===== config.mk =====
export PLATFORM = sky130hd
export DESIGN_NAME = searchable_fifo_queue_top
export DESIGN_NICKNAME = d
export VERILOG_FILES = /design/src/hdl/sfq_pkg.sv /design/src/hdl/searchable_fifo_queue_top.sv /design/src/hdl/sfq_cell.sv /design/src/hdl/sfq_chain.sv
export SDC_FILE = /design/constraint.sdc
export NUM_CORES = 1
export LEC_CHECK = 0
export ABC_AREA = 0
export BUFFER_PORTS_ARGS = -buffer_cell sky130_fd_sc_hd__buf_2
export CAP_MARGIN = 10
export CORE_ASPECT_RATIO = 1.1
export CORE_MARGIN = 5
export CORE_UTILIZATION = 45
export CTS_BUF_LIST = sky130_fd_sc_hd__clkbuf_8
export CTS_CLUSTER_SIZE = 12
export DETAILED_ROUTE_END_ITERATION = 16
export PLACE_DENSITY = 0.7
export REMOVE_ABC_BUFFERS = 1
export SETUP_SLACK_MARGIN = 0.5
export SLEW_MARGIN = 20
export SYNTH_ARGS = -nofsm -noshare
export SYNTH_HDL_FRONTEND = slang
export SYNTH_SLANG_ARGS = --single-unit

===== constraint.sdc =====
create_clock -name clk_i -period 5.2 [get_ports clk_i]
set_clock_uncertainty 0.05 [all_clocks]
set_input_delay 0.52 -clock clk_i [delete_from_list [all_inputs] [get_ports clk_i]]
set_output_delay 0.52 -clock clk_i [all_outputs]
set_load 0.02 [all_outputs]

===== src/hdl/sfq_pkg.sv =====
// ----------------------------------------------------------------------------
// sfq_pkg
// Shared types and codes for the searchable fifo queue.
// ----------------------------------------------------------------------------
package sfq_pkg;

  localparam int unsigned DataW = 32;

  typedef enum logic [1:0] {
    OP_ENQUEUE = 2'd0,
    OP_DEQUEUE = 2'd1,
    OP_SEARCH  = 2'd2,
    OP_REMOVE  = 2'd3
  } op_e;

  typedef enum logic [1:0] {
    ST_OK        = 2'd0,
    ST_EMPTY     = 2'd1,
    ST_FULL      = 2'd2,
    ST_NOT_FOUND = 2'd3
  } status_e;

  // command broadcast to every cell of the row
  typedef enum logic [2:0] {
    CELL_HOLD,
    CELL_LOAD,
    CELL_SHIFT,
    CELL_COMPARE,
    CELL_WAVE,
    CELL_REMOVE
  } cell_cmd_e;

  typedef enum logic [1:0] {
    SEQ_IDLE,
    SEQ_WAVE,
    SEQ_FINISH
  } seq_state_e;

  typedef struct packed {
    cell_cmd_e          cmd;
    logic [DataW-1:0]   key;
  } cell_ctrl_t;

endpackage


===== src/hdl/searchable_fifo_queue_top.sv =====
// ----------------------------------------------------------------------------
// searchable_fifo_queue_top
// FIFO queue of signed 32-bit values with enqueue, dequeue, search and
// remove-first-match, built as a row of cells.
// ----------------------------------------------------------------------------
//  channel  | direction | tdata                         | tuser
//  s_axis   | in        | [31:0] value                  | [1:0] op
//  m_axis   | out       | [31:0] data, [36:32] occupancy| [1:0] status, [2] found
//
//  enqueue and dequeue register their result at acceptance. search and remove
//  run a compare step, then the match flag ripples along the cell row, then a
//  finish step registers the result. one transaction is in work at a time;
//  the next is taken once the output register is free or being drained. reset
//  clears the count, not the entries.
// ----------------------------------------------------------------------------
module searchable_fifo_queue_top
  import sfq_pkg::*;
#(
  parameter int unsigned DEPTH = 16
) (
  input  logic        clk_i,
  input  logic        rst_ni,
  input  logic        s_axis_tvalid,
  output logic        s_axis_tready,
  input  logic [31:0] s_axis_tdata,   // [31:0] value
  input  logic [1:0]  s_axis_tuser,   // [1:0] op
  output logic        m_axis_tvalid,
  input  logic        m_axis_tready,
  output logic [39:0] m_axis_tdata,   // [31:0] data, [36:32] occupancy, rest zero
  output logic [2:0]  m_axis_tuser    // [1:0] status, [2] found
);

  localparam int unsigned CW = $clog2(DEPTH + 1);
  localparam int unsigned WW = (DEPTH > 2) ? $clog2(DEPTH - 1) : 1;
  localparam logic [WW-1:0] WaveLast = WW'(DEPTH - 2);

  seq_state_e       state_q, state_d;
  logic [CW-1:0]    count_q, count_d;
  logic [WW-1:0]    wave_q, wave_d;
  op_e              op_q;
  logic             out_valid_q;
  logic [39:0]      out_data_q;
  logic [2:0]       out_user_q;

  cell_ctrl_t       ctrl;
  logic [DataW-1:0] head;
  logic             last_pre;
  logic             accept;
  logic             out_free;
  op_e              in_op;

  logic             res_load;
  status_e          res_status;
  logic             res_found;
  logic [DataW-1:0] res_data;

  assign in_op         = op_e'(s_axis_tuser);
  assign out_free      = !out_valid_q || m_axis_tready;
  assign s_axis_tready = (state_q == SEQ_IDLE) && out_free;
  assign accept        = s_axis_tvalid && s_axis_tready;

  sfq_chain #(
    .DEPTH (DEPTH)
  ) u_chain (
    .clk_i      (clk_i),
    .ctrl_i     (ctrl),
    .count_i    (count_q),
    .head_o     (head),
    .last_pre_o (last_pre)
  );

  // next state
  always_comb begin
    state_d = state_q;
    unique case (state_q)
      SEQ_IDLE: begin
        if (accept && (in_op == OP_SEARCH || in_op == OP_REMOVE)) begin
          state_d = SEQ_WAVE;
        end
      end
      SEQ_WAVE: begin
        if (wave_q == WaveLast) begin
          state_d = SEQ_FINISH;
        end
      end
      SEQ_FINISH: state_d = SEQ_IDLE;
      default:    state_d = SEQ_IDLE;
    endcase
  end

  // outputs of the sequencer
  always_comb begin
    ctrl.cmd   = CELL_HOLD;
    ctrl.key   = s_axis_tdata;
    count_d    = count_q;
    wave_d     = wave_q;
    res_load   = 1'b0;
    res_status = ST_OK;
    res_found  = 1'b0;
    res_data   = '0;
    unique case (state_q)
      SEQ_IDLE: begin
        wave_d = '0;
        if (accept) begin
          unique case (in_op)
            OP_ENQUEUE: begin
              res_load = 1'b1;
              if (count_q == CW'(DEPTH)) begin
                res_status = ST_FULL;
              end else begin
                ctrl.cmd = CELL_LOAD;
                count_d  = count_q + 1'b1;
              end
            end
            OP_DEQUEUE: begin
              res_load = 1'b1;
              if (count_q == '0) begin
                res_status = ST_EMPTY;
              end else begin
                ctrl.cmd = CELL_SHIFT;
                res_data = head;
                count_d  = count_q - 1'b1;
              end
            end
            default: ctrl.cmd = CELL_COMPARE;
          endcase
        end
      end
      SEQ_WAVE: begin
        ctrl.cmd = CELL_WAVE;
        wave_d   = wave_q + 1'b1;
      end
      SEQ_FINISH: begin
        res_load = 1'b1;
        if (last_pre) begin
          res_found = 1'b1;
          if (op_q == OP_REMOVE) begin
            ctrl.cmd = CELL_REMOVE;
            count_d  = count_q - 1'b1;
          end
        end else begin
          res_status = ST_NOT_FOUND;
        end
      end
      default: ;
    endcase
  end

  always_ff @(posedge clk_i or negedge rst_ni) begin
    if (!rst_ni) begin
      state_q     <= SEQ_IDLE;
      count_q     <= '0;
      wave_q      <= '0;
      out_valid_q <= 1'b0;
    end else begin
      state_q <= state_d;
      count_q <= count_d;
      wave_q  <= wave_d;
      if (res_load) begin
        out_valid_q <= 1'b1;
      end else if (m_axis_tready) begin
        out_valid_q <= 1'b0;
      end
    end
  end

  always_ff @(posedge clk_i) begin
    if (accept) begin
      op_q <= in_op;
    end
    if (res_load) begin
      out_data_q <= {3'b000, 5'(count_d), res_data};
      out_user_q <= {res_found, res_status};
    end
  end

  assign m_axis_tvalid = out_valid_q;
  assign m_axis_tdata  = out_data_q;
  assign m_axis_tuser  = out_user_q;

endmodule


===== src/hdl/sfq_cell.sv =====
// ----------------------------------------------------------------------------
// sfq_cell
// One queue slot: holds an entry and a match flag that ripples toward the tail.
// ----------------------------------------------------------------------------
module sfq_cell
  import sfq_pkg::*;
#(
  parameter int unsigned DEPTH = 16,
  parameter int unsigned IDX   = 0,
  localparam int unsigned CW   = $clog2(DEPTH + 1)
) (
  input  logic              clk_i,
  input  cell_ctrl_t        ctrl_i,
  input  logic [CW-1:0]     count_i,
  input  logic [DataW-1:0]  next_entry_i,
  input  logic              prev_pre_i,
  output logic [DataW-1:0]  entry_o,
  output logic              pre_o
);

  logic [DataW-1:0] entry_q, entry_d;
  logic             pre_q, pre_d;
  logic             occupied;

  assign occupied = CW'(IDX) < count_i;

  always_comb begin
    entry_d = entry_q;
    pre_d   = pre_q;
    unique case (ctrl_i.cmd)
      CELL_LOAD: begin
        if (CW'(IDX) == count_i) begin
          entry_d = ctrl_i.key;
        end
      end
      CELL_SHIFT:   entry_d = next_entry_i;
      CELL_COMPARE: pre_d   = occupied && (entry_q == ctrl_i.key);
      // prefix or of the hits, one cell further each cycle
      CELL_WAVE:    pre_d   = pre_q | prev_pre_i;
      CELL_REMOVE: begin
        if (pre_q) begin
          entry_d = next_entry_i;
        end
      end
      default: ;
    endcase
  end

  always_ff @(posedge clk_i) begin
    entry_q <= entry_d;
    pre_q   <= pre_d;
  end

  assign entry_o = entry_q;
  assign pre_o   = pre_q;

endmodule


===== src/hdl/sfq_chain.sv =====
// ----------------------------------------------------------------------------
// sfq_chain
// Row of queue cells, head at cell 0, each linked to its neighbors.
// ----------------------------------------------------------------------------
module sfq_chain
  import sfq_pkg::*;
#(
  parameter int unsigned DEPTH = 16,
  localparam int unsigned CW   = $clog2(DEPTH + 1)
) (
  input  logic              clk_i,
  input  cell_ctrl_t        ctrl_i,
  input  logic [CW-1:0]     count_i,
  output logic [DataW-1:0]  head_o,
  output logic              last_pre_o
);

  logic [DataW-1:0] entry [DEPTH];
  logic             pre   [DEPTH];

  for (genvar g = 0; g < DEPTH; g++) begin : g_cell
    logic [DataW-1:0] nxt;
    logic             prv;

    if (g == DEPTH - 1) begin : g_tail
      assign nxt = entry[g];
    end else begin : g_mid
      assign nxt = entry[g+1];
    end

    if (g == 0) begin : g_head
      assign prv = 1'b0;
    end else begin : g_rest
      assign prv = pre[g-1];
    end

    sfq_cell #(
      .DEPTH (DEPTH),
      .IDX   (g)
    ) u_cell (
      .clk_i        (clk_i),
      .ctrl_i       (ctrl_i),
      .count_i      (count_i),
      .next_entry_i (nxt),
      .prev_pre_i   (prv),
      .entry_o      (entry[g]),
      .pre_o        (pre[g])
    );
  end

  assign head_o     = entry[0];
  assign last_pre_o = pre[DEPTH-1];

endmodule


-- Yosys cells after proc, flatten, opt, wreduce, memory -nomap -nowiden
Cells that the tools add are included.
- bits in registers: 582
- output and inout bits: 45
- logic and storage cells: 292
- add/sub/neg operators: 3
- $lt $le $gt $ge: 16
- equal/unequal tests: 76
- mux-type cells: 90
- bitwise logic cells: 18
- reduce and logical (&&, ||, !) cells: 48
- operators by type and width (kind ; count):
    $pmux W32 S3 ; 15
    $mux W32 ; 30
    $eq A32 B32 Y1 ; 16
    $ne A2 B2 Y1 const B ; 31
    $reduce_and A3 Y1 ; 15
    $eq A4 B5 Y1 const A ; 8
    $lt A4 B5 Y1 const A ; 8
    $pmux W1 S2 ; 16
    $mux W5 ; 5
    $eq A3 B5 Y1 const A ; 4
    $lt A3 B5 Y1 const A ; 4
    $pmux W5 S2 ; 2
    $logic_and A1 B1 Y1 ; 19
    $or A1 B1 Y1 ; 15
    $mux W2 ; 6
    $pmux W2 S2 ; 3
    $eq A2 B5 Y1 const A ; 2
    $lt A1 B5 Y1 const A ; 2
    $lt A2 B5 Y1 const A ; 2
    $mux W3 ; 3
    $pmux W3 S3 ; 1
    $eq A2 B2 Y1 const B ; 4
    $pmux W4 S2 ; 1
    $mux W1 ; 7
    22 further kinds ; 32

-- Longest topological paths before layout
- depth in word-level cells: 9
- depth in mapped cells: 11
- mapped depth without buffers: 7

-- By module
From an unflattened synthesis, not the netlist that was laid out.
- cell total of the unflattened synthesis: 2208
- area, all modules: 32637.6 µm²
- modules (own cells, without submodules) (module ; times used ; cells each ; area each (µm²)):
    sfq_cell at u_chain.g_cell[3].u_cell ... ; 2 ; 126 ; 1824.2
    sfq_cell at u_chain.g_cell[12].u_cell ... ; 2 ; 127 ; 1811.7
    searchable_fifo_queue_top ; 1 ; 201 ; 2558.7
    sfq_cell at u_chain.g_cell[10].u_cell ; 1 ; 125 ; 1968.1
    sfq_cell at u_chain.g_cell[8].u_cell ; 1 ; 124 ; 1965.6
    sfq_cell at u_chain.g_cell[1].u_cell ; 1 ; 125 ; 1964.4
    sfq_cell at u_chain.g_cell[11].u_cell ; 1 ; 124 ; 1958.1
    sfq_cell at u_chain.g_cell[13].u_cell ; 1 ; 123 ; 1958.1
    sfq_cell at u_chain.g_cell[9].u_cell ; 1 ; 124 ; 1953.1
    sfq_cell at u_chain.g_cell[15].u_cell ; 1 ; 123 ; 1950.6
    sfq_cell at u_chain.g_cell[2].u_cell ; 1 ; 126 ; 1835.5
    sfq_cell at u_chain.g_cell[5].u_cell ; 1 ; 127 ; 1830.5
    sfq_cell at u_chain.g_cell[6].u_cell ; 1 ; 127 ; 1825.5
    sfq_cell at u_chain.g_cell[14].u_cell ; 1 ; 125 ; 1803.0
    +2 rows ; n/a ; n/a ; n/a

-- Worst setup path before layout
OpenSTA, ideal clock, no wires.
- path type: flip-flop to flip-flop
- start: register count_q[0]
- end: register u_chain.g_cell[15].u_cell.entry_q[0], enable pin
- library setup time: 501 ps
- data arrival time: 5063 ps
- data required time: 4649 ps
- path slack: -414 ps
- cell stages (with the launch flop): 8
- path buffers: 2
- path through: dfrtp_1 clkbuf_1 inv_1 ha_1 a311oi_1 nand2_1 clkbuf_1 nor4_1
- word-level cells in the longest chain between the ends: 7
- elaborated cells on any way between the ends: 10
- those cells by class: eq/ne: 3; mux: 5; reduce/logical: 2
- RTL lines (item ; line ; RTL):
    start, declared ; searchable_fifo_queue_top.sv:38 ; logic [CW-1:0] count_q, count_d;
    start signal, assigned ; searchable_fifo_queue_top.sv:157 ; count_q <= count_d;
    $eq A5 B5 Y1 / $logic_not A5 Y1 (equally long branches) ; searchable_fifo_queue_top.sv:108, searchable_fifo_queue_top.sv:117 ;
    $mux W1 / $mux W2 (equally long branches) ; searchable_fifo_queue_top.sv:108, searchable_fifo_queue_top.sv:117 ;
    $pmux W3 S2 ; searchable_fifo_queue_top.sv:105 ; unique case (in_op)
    $mux W3 ; searchable_fifo_queue_top.sv:104 ; if (accept) begin
    $pmux W3 S3 ; searchable_fifo_queue_top.sv:101 ; unique case (state_q)
    $eq A3 B1 Y1 ; sfq_cell.sv:30 ; unique case (ctrl_i.cmd)
    $reduce_and A2 Y1 (no source line) (*) ; n/a ;
    end signal, assigned ; sfq_cell.sv:50 ; entry_q <= entry_d;
    end, declared ; sfq_cell.sv:21 ; logic [DataW-1:0] entry_q, entry_d;
Every way passes the cells marked *; elsewhere a longest branch is shown, timed or not.
A chain may end at the register's enable or synchronous reset.

-- Final worst setup path
- start: register count_q[1]
- end: register u_chain.g_cell[4].u_cell.entry_q[28], enable pin
- word-level cells in the longest chain between the ends: 8
- elaborated cells on any way between the ends: 15
- those cells by class: eq/ne: 7; mux: 5; reduce/logical: 3
- RTL lines (item ; line):
    $eq A5 B5 Y1 / $logic_not A5 Y1 (equally long branches) ; searchable_fifo_queue_top.sv:108, searchable_fifo_queue_top.sv:117
    $mux W1 / $mux W2 (equally long branches) ; searchable_fifo_queue_top.sv:108, searchable_fifo_queue_top.sv:117
    $pmux W3 S2 ; searchable_fifo_queue_top.sv:105
    $mux W3 ; searchable_fifo_queue_top.sv:104
    $pmux W3 S3 ; searchable_fifo_queue_top.sv:101
    $eq A3 B1 Y1 (tied with other cells) ; sfq_cell.sv:30
    $ne A2 B2 Y1 (no source line) / $reduce_bool A3 Y1 (equally long branches) ; n/a
    $reduce_and A3 Y1 (no source line) (*) ; n/a
    end signal, assigned ; sfq_cell.sv:50
    end, declared ; sfq_cell.sv:21
Marks and branches as above.

==> results.toml <==
[status]
status = "completed"

[timing]
worstMarginPinSlew_ps = 1050
fin_crit_ps = 3960
setup_violations = 0
timing.final.crit_share = 0.761
slew_viol_final = 0
fmax_mhz = 253
slew_headroom = 0.297
rsz0062_at_grt = "no"
final_hold_viol_count = 0

[yosys]
ys_seq_area_frac = 0.599
synthArstFlopShare = 0.0206
synth_cell_type_count = 54
synth_area_per_cell_um2 = 10.8
yosysWarnings = 0
synth.area.top_cells = "edfxtp_1 59%, nand2_1 13%, xor2_1 9.8%"
ys.flop_type = "edfxtp_1"
synth_top_area_cell = "edfxtp_1"
syn_inst = 2686
synth.top_cell.area_share = 0.589
yosysMostFrequentCell = "nand2_1"
syn_area_um2 = 29100
synth_commonest_cells = "990 x nand2_1, 570 x edfxtp_1, 325 x xor2_1, 189 x xnor2_1, 110 x buf_2"
ys_ff_latch = 582
synth_edf_count = 570

[floorplan]
core_area_um2 = 63800
row_count = 97
pin_count = 83
start_util = 0.455
floorplan.die.height_um = 277
die-area_um2 = 69800
die_w_um = 252

[worst_hold_path]
hold_class = "in2reg"
min-delay-start = "s_axis_tuser[0]"

[route]
top_layer = "met4"
avgRoutedWirePerCell_um = 22.2
wl_met3_um = 5400
wl_met1_um = 29900
vias = 19900
final_antenna_net_count = 0
routed_wl_um = 80700
drc = 0
wl_met2_um = 39000
post_drt_via_cell_ratio = 5.48
drtIter0Drc = 2065
first_pass_iters = 5

[critical_path]
rr_startpoint = "count_q[1]$_DFF_PN0_"
critPathKind = "reg2reg"
required_ps = 5520
endpoint = "u_chain.g_cell[4].u_cell.entry_o[28]$_DFFE_PP_"
r2r-end = "u_chain.g_cell[4].u_cell.entry_o[28]$_DFFE_PP_"
r2r_slack_ps = 1240
crit_path_start_kind = "register"
reg2reg_depth = 10
path_max_fanout = 36
crit_start = "count_q[1]$_DFF_PN0_"
critPathArrivalTime_ps = 4280
end_kind = "register"

[clock_network]
clockRootBuffer = "clkbuf_8"
worstSkewPairLatency_ps = 710
cts.clk_slew.worst_paths_ps = 60
cts_resized = 0
cts_sinks = 582
cts-buffers-inserted = 95
cts_setup_buffers = 0
clock_path_buffers = 3
h-tree-depth = 3
tritoncts = "built"

[grt]
grt_use_total = 0.224
grt_pass1_wl_um = 118000
grt_max_degree = 221
antenna_found_initial = 1
grt_pass1_vias = 19500
grt.overflow.total = 0

[finish]
nets = 2760
drive_gt1_frac = 0.0951
post-route-util = 0.497
fillers = 5708
n_antenna_cell = 0
syn_to_final_growth_pct = 9.15

[pwr]
power.density_nw_per_um2 = 344
power_mw = 10.9
p_leak_nw = 11.5
irDropWorstVdd_uv = 250

[place]
port_buffers = 79
gp_congestion = 0.977
dp_hpwl_um = 59900

[job]
maxCapViolCount = 0
critical path, cell delays in order (launching register included):
cell and delay (ps):
dfrtp_1 630, inv_1 200, ha_1 320, nor4b_2 220, nor3b_2 200, buf_4 320, o21ai_0 140, a21o_1 320
buf_4 280, nor2_2 560, buf_4 380
cell families after synthesis:
kind of cell	share of synthesized area
buf+inv	0.0311
flops	0.599
other cells	0.000129
compound gates	0.0198
fa+ha+maj	0.00301
mux	0.00108
xor+xnor	0.155
simple gates	0.191
layout by cell type, fill, tap and decap left out, types with 3 or more instances in the layout:
| master | count |
|---|---|
| nand2_1 | 990 |
| edfxtp_1 | 570 |
| xor2_1 | 325 |
| xnor2_1 | 189 |
| clkbuf_8 | 99 |
| nor4_1 | 85 |
| buf_2 | 79 |
| nand4_1 | 59 |
| inv_1 | 42 |
| o21ai_0 | 39 |
| and3_1 | 37 |
| nor2_1 | 29 |
| buf_4 | 28 |
| clkinv_1 | 24 |
| nand3_1 | 22 |
| nor3_1 | 17 |
| nand2_2 | 12 |
| dfrtp_1 | 12 |
| o22ai_1 | 9 |
| nand2b_1 | 8 |
| nand2_4 | 8 |
| a21oi_1 | 8 |
| nor3_2 | 7 |
| ha_1 | 7 |
| nor2_4 | 6 |
| clkinv_2 | 5 |
| a31oi_1 | 4 |
| a2111oi_0 | 4 |
| o31ai_1 | 4 |
| nor2b_1 | 3 |
| or4_1 | 3 |
| o2111ai_1 | 3 |
| conb_1 | 3 |
| clkinvlp_4 | 3 |
cell type report:
cell class	instances	area, um^2	area share
sequential	582	17400	0.549
clock inverter	69	328	0.0103
inverter	9	33.8	0.00106
tap	841	1050	0.0332
timing repair buffer	111	666	0.0210
multi-input combinational	1916	10900	0.343
clock buffer	99	1360	0.0429
registers in the layout, summed over array words and instances (netlist names):
register / cells
wave_q: 4
state_q: 2
op_q: 2
count_q: 5
m_axis_tvalid: 1
m_axis_tdata: 37
m_axis_tuser: 3
u_chain.g_cell.u_cell.entry_o: 512
u_chain.g_cell.u_cell.pre_o: 16
where the power goes:
group          leakage [nW]  internal, mW  total [mW]  switching, mW
Combinational          5.21         0.447        1.61           1.16
Clock                 0.984          1.81        3.67           1.86
Sequential             5.29          5.46        5.64          0.187
Total                  11.5          7.71        10.9           3.20
worst min path at each step:
stage                     depth (start not counted)                    end
after floorplan                                   0   count_q[0]$_DFF_PN0_
after global placement                            1  wave_q[0]$_DFFE_PN0P_
after detailed placement                          1  wave_q[3]$_DFFE_PN0P_
after CTS                                         1      op_q[1]$_DFFE_PN_
after global routing                              1      op_q[1]$_DFFE_PN_
final                                             1      op_q[0]$_DFFE_PN_
layer usage:
metal,track usage,up-vias
li1,-,9136
met1,0.263,9615
met2,0.374,890
met3,0.0391,228
met4,0.149,0
met5,0,-
stage by stage:
stage	hold WS [ps]	area, um^2	setup TNS, ps	cells	setup slack [ps]
2_1_floorplan	174	28200	-5832510	2507	-12080
3_3_place_gp	379	30000	0	3457	1420
3_5_place_dp	385	30000	0	3457	1290
4_1_cts	85.3	31700	0	3627	1300
5_1_grt	110	31700	0	3627	1050
6_report	151	31700	0	3627	1240
timing repair:
action | in CTS | in global routing
endpoints found under the hold margin | 13 | 0
endpoints found under the setup margin | 0 | 0
hold buffers | 2 | 0
Power figures use the tool's default switching activity.
